[src/rtl/igsd_pkg.sv]
// ----------------------------------------------------------------------------
// IF gain stage distributor package
// Stage ranges, widths and command word layout shared by the distributor.
// ----------------------------------------------------------------------------
package igsd_pkg;

  localparam int StageCount = 6;
  localparam int StageIdxW  = 3;
  localparam int TargetW    = 11;
  localparam int GainW      = 9;
  localparam int CalcW      = 13;
  localparam int CmdW       = 32;
  localparam int CmdGainW   = 16;

  typedef logic signed [GainW-1:0] gain_t;
  typedef logic signed [CalcW-1:0] calc_t;

  // Per-stage tables in tenths of dB, stage 1 at index 0.
  localparam gain_t StageMin [StageCount] = '{-9'sd30, 9'sd0, 9'sd0, 9'sd0, 9'sd30, 9'sd30};
  localparam gain_t StageMax [StageCount] = '{9'sd60, 9'sd90, 9'sd90, 9'sd20, 9'sd150, 9'sd150};
  localparam gain_t StageStep[StageCount] = '{9'sd90, 9'sd30, 9'sd30, 9'sd10, 9'sd30, 9'sd30};

  // Sum of all stage minimums.
  localparam calc_t MinSum = 13'sd30;

endpackage

[src/rtl/if_gain_stage_distributor_top.sv]
// ----------------------------------------------------------------------------
// IF gain stage distributor
// Greedy split of a requested IF gain over six tuner IF gain stages.
// ----------------------------------------------------------------------------
// A transaction runs a setup step and a candidate search for each stage,
// stage 6 first, in the shared error unit, then emits its six results on
// consecutive cycles. The single add, abs and compare unit evaluates one
// candidate per cycle, and a new transaction is accepted only once the last
// result has been issued. Results cannot be stalled. Reset clears the
// sequencer and the tuner_is_supported register.
module if_gain_stage_distributor_top (
  input  logic                                   clk,
  input  logic                                   rst_n,
  input  logic                                   start,
  output logic                                   busy,
  input  logic signed [igsd_pkg::TargetW-1:0]    in_target_gain_tenths,
  output logic                                   out_strobe,
  output logic [igsd_pkg::StageIdxW-1:0]         out_stage_number,
  output logic signed [igsd_pkg::GainW-1:0]      out_stage_gain_tenths,
  output logic [igsd_pkg::CmdW-1:0]              out_command_word,
  output logic                                   out_last_stage,
  input  logic                                   cfg_wr_en,
  input  logic                                   cfg_wr_data
);

  typedef enum logic [1:0] {
    ST_IDLE,
    ST_SETUP,
    ST_SEARCH,
    ST_EMIT
  } state_t;

  localparam logic [igsd_pkg::StageIdxW-1:0] LastIdx =
    igsd_pkg::StageIdxW'(igsd_pkg::StageCount - 1);

  state_t                               state_r;
  logic                                 tuner_is_supported_r;
  logic [igsd_pkg::StageIdxW-1:0]       idx_r;
  igsd_pkg::gain_t                      chosen_r [igsd_pkg::StageCount];
  igsd_pkg::calc_t                      target_r;
  igsd_pkg::calc_t                      sum_r;
  igsd_pkg::calc_t                      others_r;
  igsd_pkg::calc_t                      best_r;
  igsd_pkg::gain_t                      cand_r;

  logic                                 out_strobe_r;
  logic [igsd_pkg::StageIdxW-1:0]       out_stage_number_r;
  igsd_pkg::gain_t                      out_stage_gain_r;
  logic [igsd_pkg::CmdW-1:0]            out_command_word_r;
  logic                                 out_last_stage_r;

  // Shared error unit: one candidate per cycle.
  igsd_pkg::gain_t                      cur_chosen;
  igsd_pkg::calc_t                      cand_sum;
  igsd_pkg::calc_t                      diff;
  igsd_pkg::calc_t                      err;
  logic                                 take;
  igsd_pkg::gain_t                      new_choice;
  logic                                 cand_last;
  logic [igsd_pkg::StageIdxW-1:0]       stage_num;

  assign cur_chosen = chosen_r[idx_r];
  assign cand_sum   = others_r + igsd_pkg::CalcW'(cand_r);
  assign diff       = target_r - cand_sum;
  assign err        = diff[igsd_pkg::CalcW-1] ? -diff : diff;
  assign take       = (err < best_r);
  assign new_choice = take ? cand_r : cur_chosen;
  assign cand_last  = (cand_r == igsd_pkg::StageMax[idx_r]);
  assign stage_num  = idx_r + igsd_pkg::StageIdxW'(1);

  always_ff @(posedge clk) begin
    if (!rst_n) begin
      state_r              <= ST_IDLE;
      tuner_is_supported_r <= 1'b0;
      out_strobe_r         <= 1'b0;
      idx_r                <= '0;
    end else begin
      out_strobe_r <= 1'b0;
      if (cfg_wr_en) begin
        tuner_is_supported_r <= cfg_wr_data;
      end
      case (state_r)
        ST_IDLE: begin
          // An unsupported tuner still accepts the transaction but stays idle.
          if (start && tuner_is_supported_r) begin
            target_r <= igsd_pkg::CalcW'(in_target_gain_tenths);
            sum_r    <= igsd_pkg::MinSum;
            for (int i = 0; i < igsd_pkg::StageCount; i++) begin
              chosen_r[i] <= igsd_pkg::StageMin[i];
            end
            idx_r    <= LastIdx;
            state_r  <= ST_SETUP;
          end
        end
        ST_SETUP: begin
          // The error bound restarts at the target for every stage.
          others_r <= sum_r - igsd_pkg::CalcW'(cur_chosen);
          best_r   <= target_r;
          cand_r   <= igsd_pkg::StageMin[idx_r];
          state_r  <= ST_SEARCH;
        end
        ST_SEARCH: begin
          if (take) begin
            best_r          <= err;
            chosen_r[idx_r] <= cand_r;
          end
          if (cand_last) begin
            sum_r <= others_r + igsd_pkg::CalcW'(new_choice);
            if (idx_r == '0) begin
              state_r <= ST_EMIT;
            end else begin
              idx_r   <= idx_r - igsd_pkg::StageIdxW'(1);
              state_r <= ST_SETUP;
            end
          end else begin
            cand_r <= cand_r + igsd_pkg::StageStep[idx_r];
          end
        end
        ST_EMIT: begin
          // Stage 1 first; idx_r now walks upward.
          out_strobe_r       <= 1'b1;
          out_stage_number_r <= stage_num;
          out_stage_gain_r   <= cur_chosen;
          out_command_word_r <= {{(igsd_pkg::CmdW - igsd_pkg::CmdGainW
                                   - igsd_pkg::StageIdxW){1'b0}},
                                 stage_num,
                                 igsd_pkg::CmdGainW'(cur_chosen)};
          out_last_stage_r   <= (idx_r == LastIdx);
          if (idx_r == LastIdx) begin
            state_r <= ST_IDLE;
          end else begin
            idx_r <= stage_num;
          end
        end
        default: begin
          state_r <= ST_IDLE;
        end
      endcase
    end
  end

  assign busy                  = (state_r != ST_IDLE);
  assign out_strobe            = out_strobe_r;
  assign out_stage_number      = out_stage_number_r;
  assign out_stage_gain_tenths = out_stage_gain_r;
  assign out_command_word      = out_command_word_r;
  assign out_last_stage        = out_last_stage_r;

endmodule

[config.mk]
export PLATFORM = sky130hd
export DESIGN_NAME = if_gain_stage_distributor_top
export DESIGN_NICKNAME = d
export VERILOG_FILES = /design/src/rtl/igsd_pkg.sv /design/src/rtl/if_gain_stage_distributor_top.sv
export SDC_FILE = /design/constraint.sdc
export NUM_CORES = 1
export LEC_CHECK = 0
export BUFFER_PORTS_ARGS = -buffer_cell sky130_fd_sc_hd__buf_2
export CAP_MARGIN = 10
export CORE_MARGIN = 3
export CORE_UTILIZATION = 50
export CTS_BUF_LIST = sky130_fd_sc_hd__clkbuf_8
export CTS_CLUSTER_SIZE = 20
export DETAILED_ROUTE_END_ITERATION = 8
export PLACE_DENSITY_LB_ADDON = 0.3
export SLEW_MARGIN = 20
export SYNTH_ARGS = -nofsm -noshare
export SYNTH_HDL_FRONTEND = slang
export SYNTH_SLANG_ARGS = --single-unit
[constraint.sdc]
create_clock -name clk -period 18.7 [get_ports clk]
set_input_delay 3.74 -clock clk [delete_from_list [all_inputs] [get_ports clk]]
set_output_delay 3.74 -clock clk [all_outputs]
set_load 0.1 [all_outputs]
==> metrics.md, run 1 <==
| Metric | Value |
|---|---|
| Mapped Cells | `799` |
| Top delay family on crit path | `compound AO/OA/AOI/OAI gates` |
| Crit Path Max Fanout | `17` |
| Async S/R FF share, synth | `0%` |
| Initial antenna violation count | `0` |
| Core Area | `17540 um2` |
| Top FF cell, synth | `edfxtp_1` |
| Vias in the first global route | `5871` |
| Worst-Skew Late Latency | `470 ps` |
| # nets final | `922` |
| Yosys reg bits | `144` |
| Drt via density | `5.671` |
| Slew @ Worst Pin | `1054 ps` |
| H-tree depth | `4` |
| DR vias | `6074` |
| Max-slew violation count | `0` |
| CTS root buf | `clkbuf_8` |
| Crit. End Element | `flip-flop` |
| Maximum vdd drop | `50.27 uV` |
| Worst EP arrival | `7460 ps` |
| Max-slew headroom | `29.49%` |
| CTS tree | `built` |
| Post-Syn Area | `9061 um2` |
| Sink Count | `144` |
| CP max-delay cell | `edfxtp_1` |
| Starting DRT DRC Count | `546` |
| Hold WC Path Type | `reg2reg` |
| Synth-to-Final Area Change | `7.719%` |
| Synth top area share | `44.41%` |
| Pwr dens | `78.49 nW/um2` |
| Worst R2R Setup Slack | `11560 ps` |
| Minimum clock period after layout | `7138 ps` |
| CTS Buf Count | `17` |
| Total power | `0.0007661 W` |
| Internal power | `0.0005333 W` |
| Switching Fraction | `30.39%` |
| Combinational power share | `19.3%` |
| Synth cell count leaders | `edfxtp_1, inv_1, nor2_1` |
| Post-CTS Resized | `0` |
| Max Fclk | `140.1 MHz` |
| Status | `finished, final reports clean` |
| Residual DRC | `0` |
| CTS max path bufs | `2` |
| Final hold violation count | `0` |
| Seq/Total Area, Yosys | `46.62%` |
| IO buf count | `47` |
| Post-CTS Setup Bufs | `0` |
| Pleak | `3.710 nW` |
| Share of layout cells above drive strength 1 | `18.20%` |
| Initial core utilization | `51.67%` |
| Die width | `140.6 um` |
| Final setup vio count | `0` |
| Max Clock Skew | `15.80 ps` |
| Clock Power Share | `33.6%` |
| Setup TNS | `0 ps` |
| Setup CP Type | `reg2reg` |
| Mean Syn Cell Area | `11.34 um2` |
| GPL Wtd Cong | `0.8959` |
| Detailed placer's ending HPWL | `14.96 mm` |
| Critical path data required time | `19020 ps` |
| I/O pin count | `63` |
| DRT Pass-1 Iters | `5` |
| Most numerous cell in the Yosys netlist | `edfxtp_1` |
| N_diodes | `0` |
| CP Launch Type | `flip-flop` |
| GR Util All Layers | `21.19%` |
| Largest net degree at the start of global routing | `28` |
| WL final | `20.31 mm` |
| # rows | `48` |
| Fillers | `1509` |
| Top cells by area, synth | `edfxtp_1, ha_1, mux4_2` |
| Area of the die | `19770 um2` |
| ANT nets after route | `0` |
| Clock transition at path regs | `90 ps` |
| RSZ-0062 raised after global routing | `false` |
| GRT overflow | `0` |
| # Max-Cap Violations | `0` |
| Buf+Inv Stages, Crit Path | `2` |
| Share of power burned in registers | `47.1%` |
| EDFF count, synth | `134` |
| Hold buffers post-CTS | `0` |
| Synth area leader | `edfxtp_1` |
| Fin crit share | `38.17%` |
| Syn. warnings | `0` |
| Die H | `140.6 um` |
| Mean routed wirelength per cell | `18.96 um` |
| Global-route wire length before repair | `32.26 mm` |
| Post-synthesis cell type count | `85` |
| Worst path max stage delay | `560 ps` |
| Psw | `0.0002328 W` |
worst paths after layout:
| kind | startpoint | depth (start not counted) | to |
|---|---|---|---|
| worst min register to register | sum_r[0] | 0 | others_r[0] |
| worst min-delay path | sum_r[0] | 0 | others_r[0] |
| worst max register to register | cand_r[3] | 27 | sum_r[11] |
| worst max-delay path | cand_r[3] | 27 | sum_r[11] |
layer usage:
metal	GRT usage (%)	wire [um]	vias to the layer above
met5	0	0	-
li1	-	-	2910
met3	4.172	1170	32
met4	5.864	318	0
met1	30.56	9474	2939
met2	32.99	9344	193
power by group through the flow:
stage / Combinational (W) / Sequential, W / Clock [W]
finish: 0.000148 / 0.000360 / 0.000258
global route: 0.000163 / 0.000361 / 0.000277
CTS: 0.000147 / 0.000360 / 0.000262
detailed placement: 0.000146 / 0.000368 / 0
global placement: 0.000144 / 0.000368 / 0
floorplan: 0.000122 / 0.000365 / 0
registers in the layout (all words and copies together), names as in the netlist, named ones only:
register	cells
out_last_stage	1
state_r	2
target_r	11
idx_r	3
out_strobe	1
out_stage_number	3
cand_r	8
tuner_is_supported_r	1
sum_r	13
out_command_word	1
chosen_r	64
others_r	13
out_stage_gain_tenths	7
best_r	13
metrics by stage:
step	instances	util, %	cell area (um2)	hold slack, ps	worst slack, ps
CTS	1071	55.66	9761	428.1	11670
global route	1071	55.66	9761	440.6	11220
finish	1071	55.66	9761	431.3	11560
floorplan	813	-	9114	400.3	12650
global placement	1039	53.32	9351	408.4	11780
detailed placement	1039	53.32	9351	408.1	11720
cell usage in the layout (no fill, tap or decap), types with 7 or more instances in the layout:
| master | n |
|---|---|
| a21oi_1 | 41 |
| and2_1 | 22 |
| buf_2 | 47 |
| buf_4 | 7 |
| clkbuf_8 | 17 |
| conb_1 | 15 |
| dfxtp_1 | 10 |
| edfxtp_1 | 134 |
| fa_1 | 14 |
| ha_1 | 59 |
| inv_1 | 69 |
| mux2_2 | 9 |
| mux2i_1 | 9 |
| mux4_2 | 16 |
| nand2_1 | 58 |
| nand2b_1 | 7 |
| nand3_1 | 9 |
| nor2_1 | 65 |
| nor2b_1 | 13 |
| nor3_1 | 11 |
| o21a_1 | 7 |
| o21ai_0 | 31 |
| o22ai_1 | 7 |
| xnor2_1 | 33 |
| xor2_1 | 8 |
layout make-up:
| cell class | instances | area (um2) | share of cell area [%] |
|---|---|---|---|
| multi-input combinational | 545 | 4292 | 43.97 |
| sequential | 144 | 4224 | 43.28 |
| timing repair buffer | 54 | 287.8 | 2.948 |
| tap | 225 | 281.5 | 2.884 |
| inverter | 71 | 266.5 | 2.730 |
| clock buffer | 17 | 234.0 | 2.397 |
| clock inverter | 15 | 175.2 | 1.795 |
cell families after synthesis:
group | count (synthesis) | share of synthesized area [%]
compound gates | 147 | 11.38
flops | 144 | 46.62
mux | 36 | 6.462
xor+xnor | 42 | 4.143
simple gates | 232 | 13.44
other cells | 1 | 0.04139
buf+inv | 124 | 6.683
fa+ha+maj | 73 | 11.24
Note: power is estimated with default switching activity, not from simulation.
==> run 2, diff against run 1 <==
ABC_AREA = 1   (was default)
clock period = 5.8 ns   (was 18.7 ns; I/O delays follow)
==> run 2 against run 1 <==
  * Routed wire length rose by 6.9%
  * Synthesized cell count rose by 30%
  * First-iteration DRC count rose by 11%
  * Worst hold slack got worse by 4.0 ps
  * Register-to-register slack got worse by 11000 ps
  * Sequential cell count did not move
  * Design area rose by 4.5%
  * Setup slack got worse by 11000 ps
  * Critical path depth rose by 6
  * Utilization rose by 2.3 points
  * Largest cell class is now flip-flops and latches
  * Highest routed layer unchanged
==> metrics.md, run 2 <==
| Metric | Value |
|---|---|
| Synth top area share | `44.14% (was 44.41%)` |
| I/O pin count | `63 (unchanged)` |
| Die H | `141.0 um (was 140.6 um)` |
| Synth cell count leaders | `nand2_1, inv_1, edfxtp_1 (was edfxtp_1, inv_1, nor2_1)` |
| R2r endpoint | `sum_r[11] (unchanged)` |
| Fillers | `1533 (was 1509)` |
| Residual DRC | `0 (unchanged)` |
| Max Clock Skew | `17.11 ps (was 15.80 ps)` |
| CTS Buf Count | `17 (unchanged)` |
| ANT nets after route | `0 (unchanged)` |
| Setup CP Type | `reg2reg (unchanged)` |
| Reg2reg path depth | `33 (was 27)` |
| Top FF cell, synth | `edfxtp_1 (unchanged)` |
| Most numerous cell in the Yosys netlist | `nand2_1 (was edfxtp_1)` |
| Detailed placer's ending HPWL | `16.09 mm (was 14.96 mm)` |
| Worst path max stage delay | `510 ps (was 560 ps)` |
| Yosys reg bits | `144 (unchanged)` |
| Final core utilization | `57.96% (was 55.66%)` |
| Most frequent cell on the critical path | `nand2_1` |
| GPL Wtd Cong | `0.9250 (was 0.8959)` |
| Setup TNS | `0 ps (unchanged)` |
| # nets final | `1194 (was 922)` |
| Hold Crit Depth | `0 (unchanged)` |
| Hold buffers post-CTS | `0 (unchanged)` |
| Post-synthesis cell type count | `48 (was 85)` |
| Mean Syn Cell Area | `8.774 um2 (was 11.34 um2)` |
| Fin crit share | `93.57% (was 38.17%)` |
| Crit. End Element | `flip-flop (unchanged)` |
| RR Startpoint | `others_r[1] (was cand_r[3])` |
| DRT Pass-1 Iters | `5 (unchanged)` |
| Drt via density | `5.281 (was 5.671)` |
| Async S/R FF share, synth | `0% (unchanged)` |
| Worst Hold End | `others_r[0] (unchanged)` |
| Max reg flops | `64 (unchanged)` |
| # Max-Cap Violations | `0 (unchanged)` |
| GR Util All Layers | `22.13% (was 21.19%)` |
| N_diodes | `0 (unchanged)` |
| Hold Path Origin | `sum_r[0] (unchanged)` |
| Top cells by area, synth | `edfxtp_1, nand2_1, ha_1 (was edfxtp_1, ha_1, mux4_2)` |
| Starting DRT DRC Count | `604 (was 546)` |
| Die width | `141.0 um (was 140.6 um)` |
| Critical path data required time | `6130 ps (was 19020 ps)` |
| Worst EP arrival | `5750 ps (was 7460 ps)` |
| Buf+Inv Stages, Crit Path | `3 (was 2)` |
| Status | `finished, final reports clean (unchanged)` |
| Mapped Cells | `1039 (was 799)` |
| Largest net degree at the start of global routing | `34 (was 28)` |
| H-tree depth | `4 (unchanged)` |
| Initial core utilization | `51.81% (was 51.67%)` |
| Area of the die | `19890 um2 (was 19770 um2)` |
| Syn. warnings | `0 (unchanged)` |
| Seq/Total Area, Yosys | `46.34% (was 46.62%)` |
| Max Fclk | `184.3 MHz (was 140.1 MHz)` |
| Final hold violation count | `0 (unchanged)` |
| Global-route wire length before repair | `34.33 mm (was 32.26 mm)` |
| Top delay family on crit path | `simple AND/OR/NAND/NOR gates (was compound AO/OA/AOI/OAI gates)` |
| Share of layout cells above drive strength 1 | `15.74% (was 18.20%)` |
| IO buf count | `47 (unchanged)` |
| Synth-to-Final Area Change | `11.89% (was 7.719%)` |
| Minimum clock period after layout | `5427 ps (was 7138 ps)` |
| Sink Count | `144 (unchanged)` |
| CP Launch Type | `flip-flop (unchanged)` |
| CP max-delay cell | `edfxtp_1 (unchanged)` |
| Max-slew violation count | `0 (unchanged)` |
| Clock transition at path regs | `100 ps (was 90 ps)` |
| Crit Path Max Fanout | `14 (was 17)` |
| Commonest non-fill, non-tap cell in the layout | `nand2_1 (was edfxtp_1)` |
| # rows | `48 (unchanged)` |
| Max-slew headroom | `23.28% (was 29.49%)` |
| Slew @ Worst Pin | `1139 ps (was 1054 ps)` |
| Critical path depth | `33 (was 27)` |
| CTS root buf | `clkbuf_8 (unchanged)` |
| CTS max path bufs | `2 (unchanged)` |
| Worst R2R Setup Slack | `370 ps (was 11560 ps)` |
| Mean routed wirelength per cell | `16.17 um (was 18.96 um)` |
| Hold WC Path Type | `reg2reg (unchanged)` |
| Worst-Skew Late Latency | `490 ps (was 470 ps)` |
| Core Area | `17600 um2 (was 17540 um2)` |
| Synth area leader | `edfxtp_1 (unchanged)` |
| CTS tree | `built (unchanged)` |
| EDFF count, synth | `134 (unchanged)` |
| Initial antenna violation count | `0 (unchanged)` |
| GRT overflow | `0 (unchanged)` |
| Post-Syn Area | `9116 um2 (was 9061 um2)` |
| DR vias | `7093 (was 6074)` |
| WL final | `21.71 mm (was 20.31 mm)` |
| Reg with most FFs | `chosen_r (unchanged)` |
| Vias in the first global route | `6553 (was 5871)` |
| Most frequent cells in the layout | `nand2_1, inv_1, edfxtp_1 (was edfxtp_1, inv_1, nor2_1)` |
| Final setup vio count | `0 (unchanged)` |
==> run 2: worst max-delay path by stage <==
stage	end	startpoint	slack, ps
3_3_place_gp	sum_r[10]	cand_r[5]	-30
5_1_grt	sum_r[11]	others_r[2]	-50
3_5_place_dp	sum_r[10]	cand_r[5]	-60
2_1_floorplan	sum_r[10]	cand_r[8]	580
6_report	sum_r[11]	others_r[1]	370
4_1_cts	sum_r[10]	cand_r[5]	30
==> run 2: per-stage QoR <==
step	setup slack [ps]	instance area, um2	std cells	hold WS, ps
after floorplan	576.6	9169	1053	400.3
after global placement	-32.81	9495	1295	404.2
after detailed placement	-56.38	9495	1295	409.2
after CTS	32.66	9911	1327	430.8
after global routing	-54.92	10200	1343	451.6
final	372.9	10200	1343	427.3
==> run 2: logic make-up (layout without fill, tap and decap cells) <==
| group | after synthesis | count (layout) | share of synthesized area (%) |
|---|---|---|---|
| AO/OA/AOI/OAI | 179 | 179 | 10.95 |
| adder cells (fa/ha/maj) | 73 | 73 | 11.17 |
| flip-flops | 144 | 144 | 46.34 |
| other | 1 | 15 | 0.04114 |
| AND/OR/NAND/NOR | 402 | 403 | 18.50 |
| buffers and inverters | 217 | 281 | 10.79 |
| XOR/XNOR | 23 | 23 | 2.210 |
==> run 2: cell type report <==
type	count	area, um2	area share, %
multi-input cells	693	4148	40.66
well taps	225	281.5	2.760
repair buffers	85	520.5	5.103
clock buffers	17	234.0	2.294
inverters	164	615.6	6.035
flip-flops and latches	144	4224	41.41
clock inverters	15	176.4	1.730
==> run 2: worst register-to-register path, delay by kind of cell, from the launching register on <==
kind	cells	cell delay [ps]
compound gates	6	970
xor+xnor	1	180
fa+ha+maj	4	1410
buf+inv	3	290
flops	1	510
simple gates	19	1890
==> run 2: what timing repair did <==
item	in CTS	in global routing
gates resized for setup	2	34
cloned	0	1
pin swaps	0	6
setup endpoints to repair	1	9
buffers inserted	0	15
==> run 2: metal layers <==
| layer | track usage [%] | part of all wire [%] |
|---|---|---|
| met1 | 31.86 | 45 |
| met2 | 34.15 | 46 |
| met3 | 4.410 | 7.7 |
| met4 | 6.425 | 1.9 |
| met5 | 0 | 0 |
Power of run 2 is left out: the tool's default activity adds up to more than one toggle a clock period on the data nets, which glitch-free logic cannot reach.
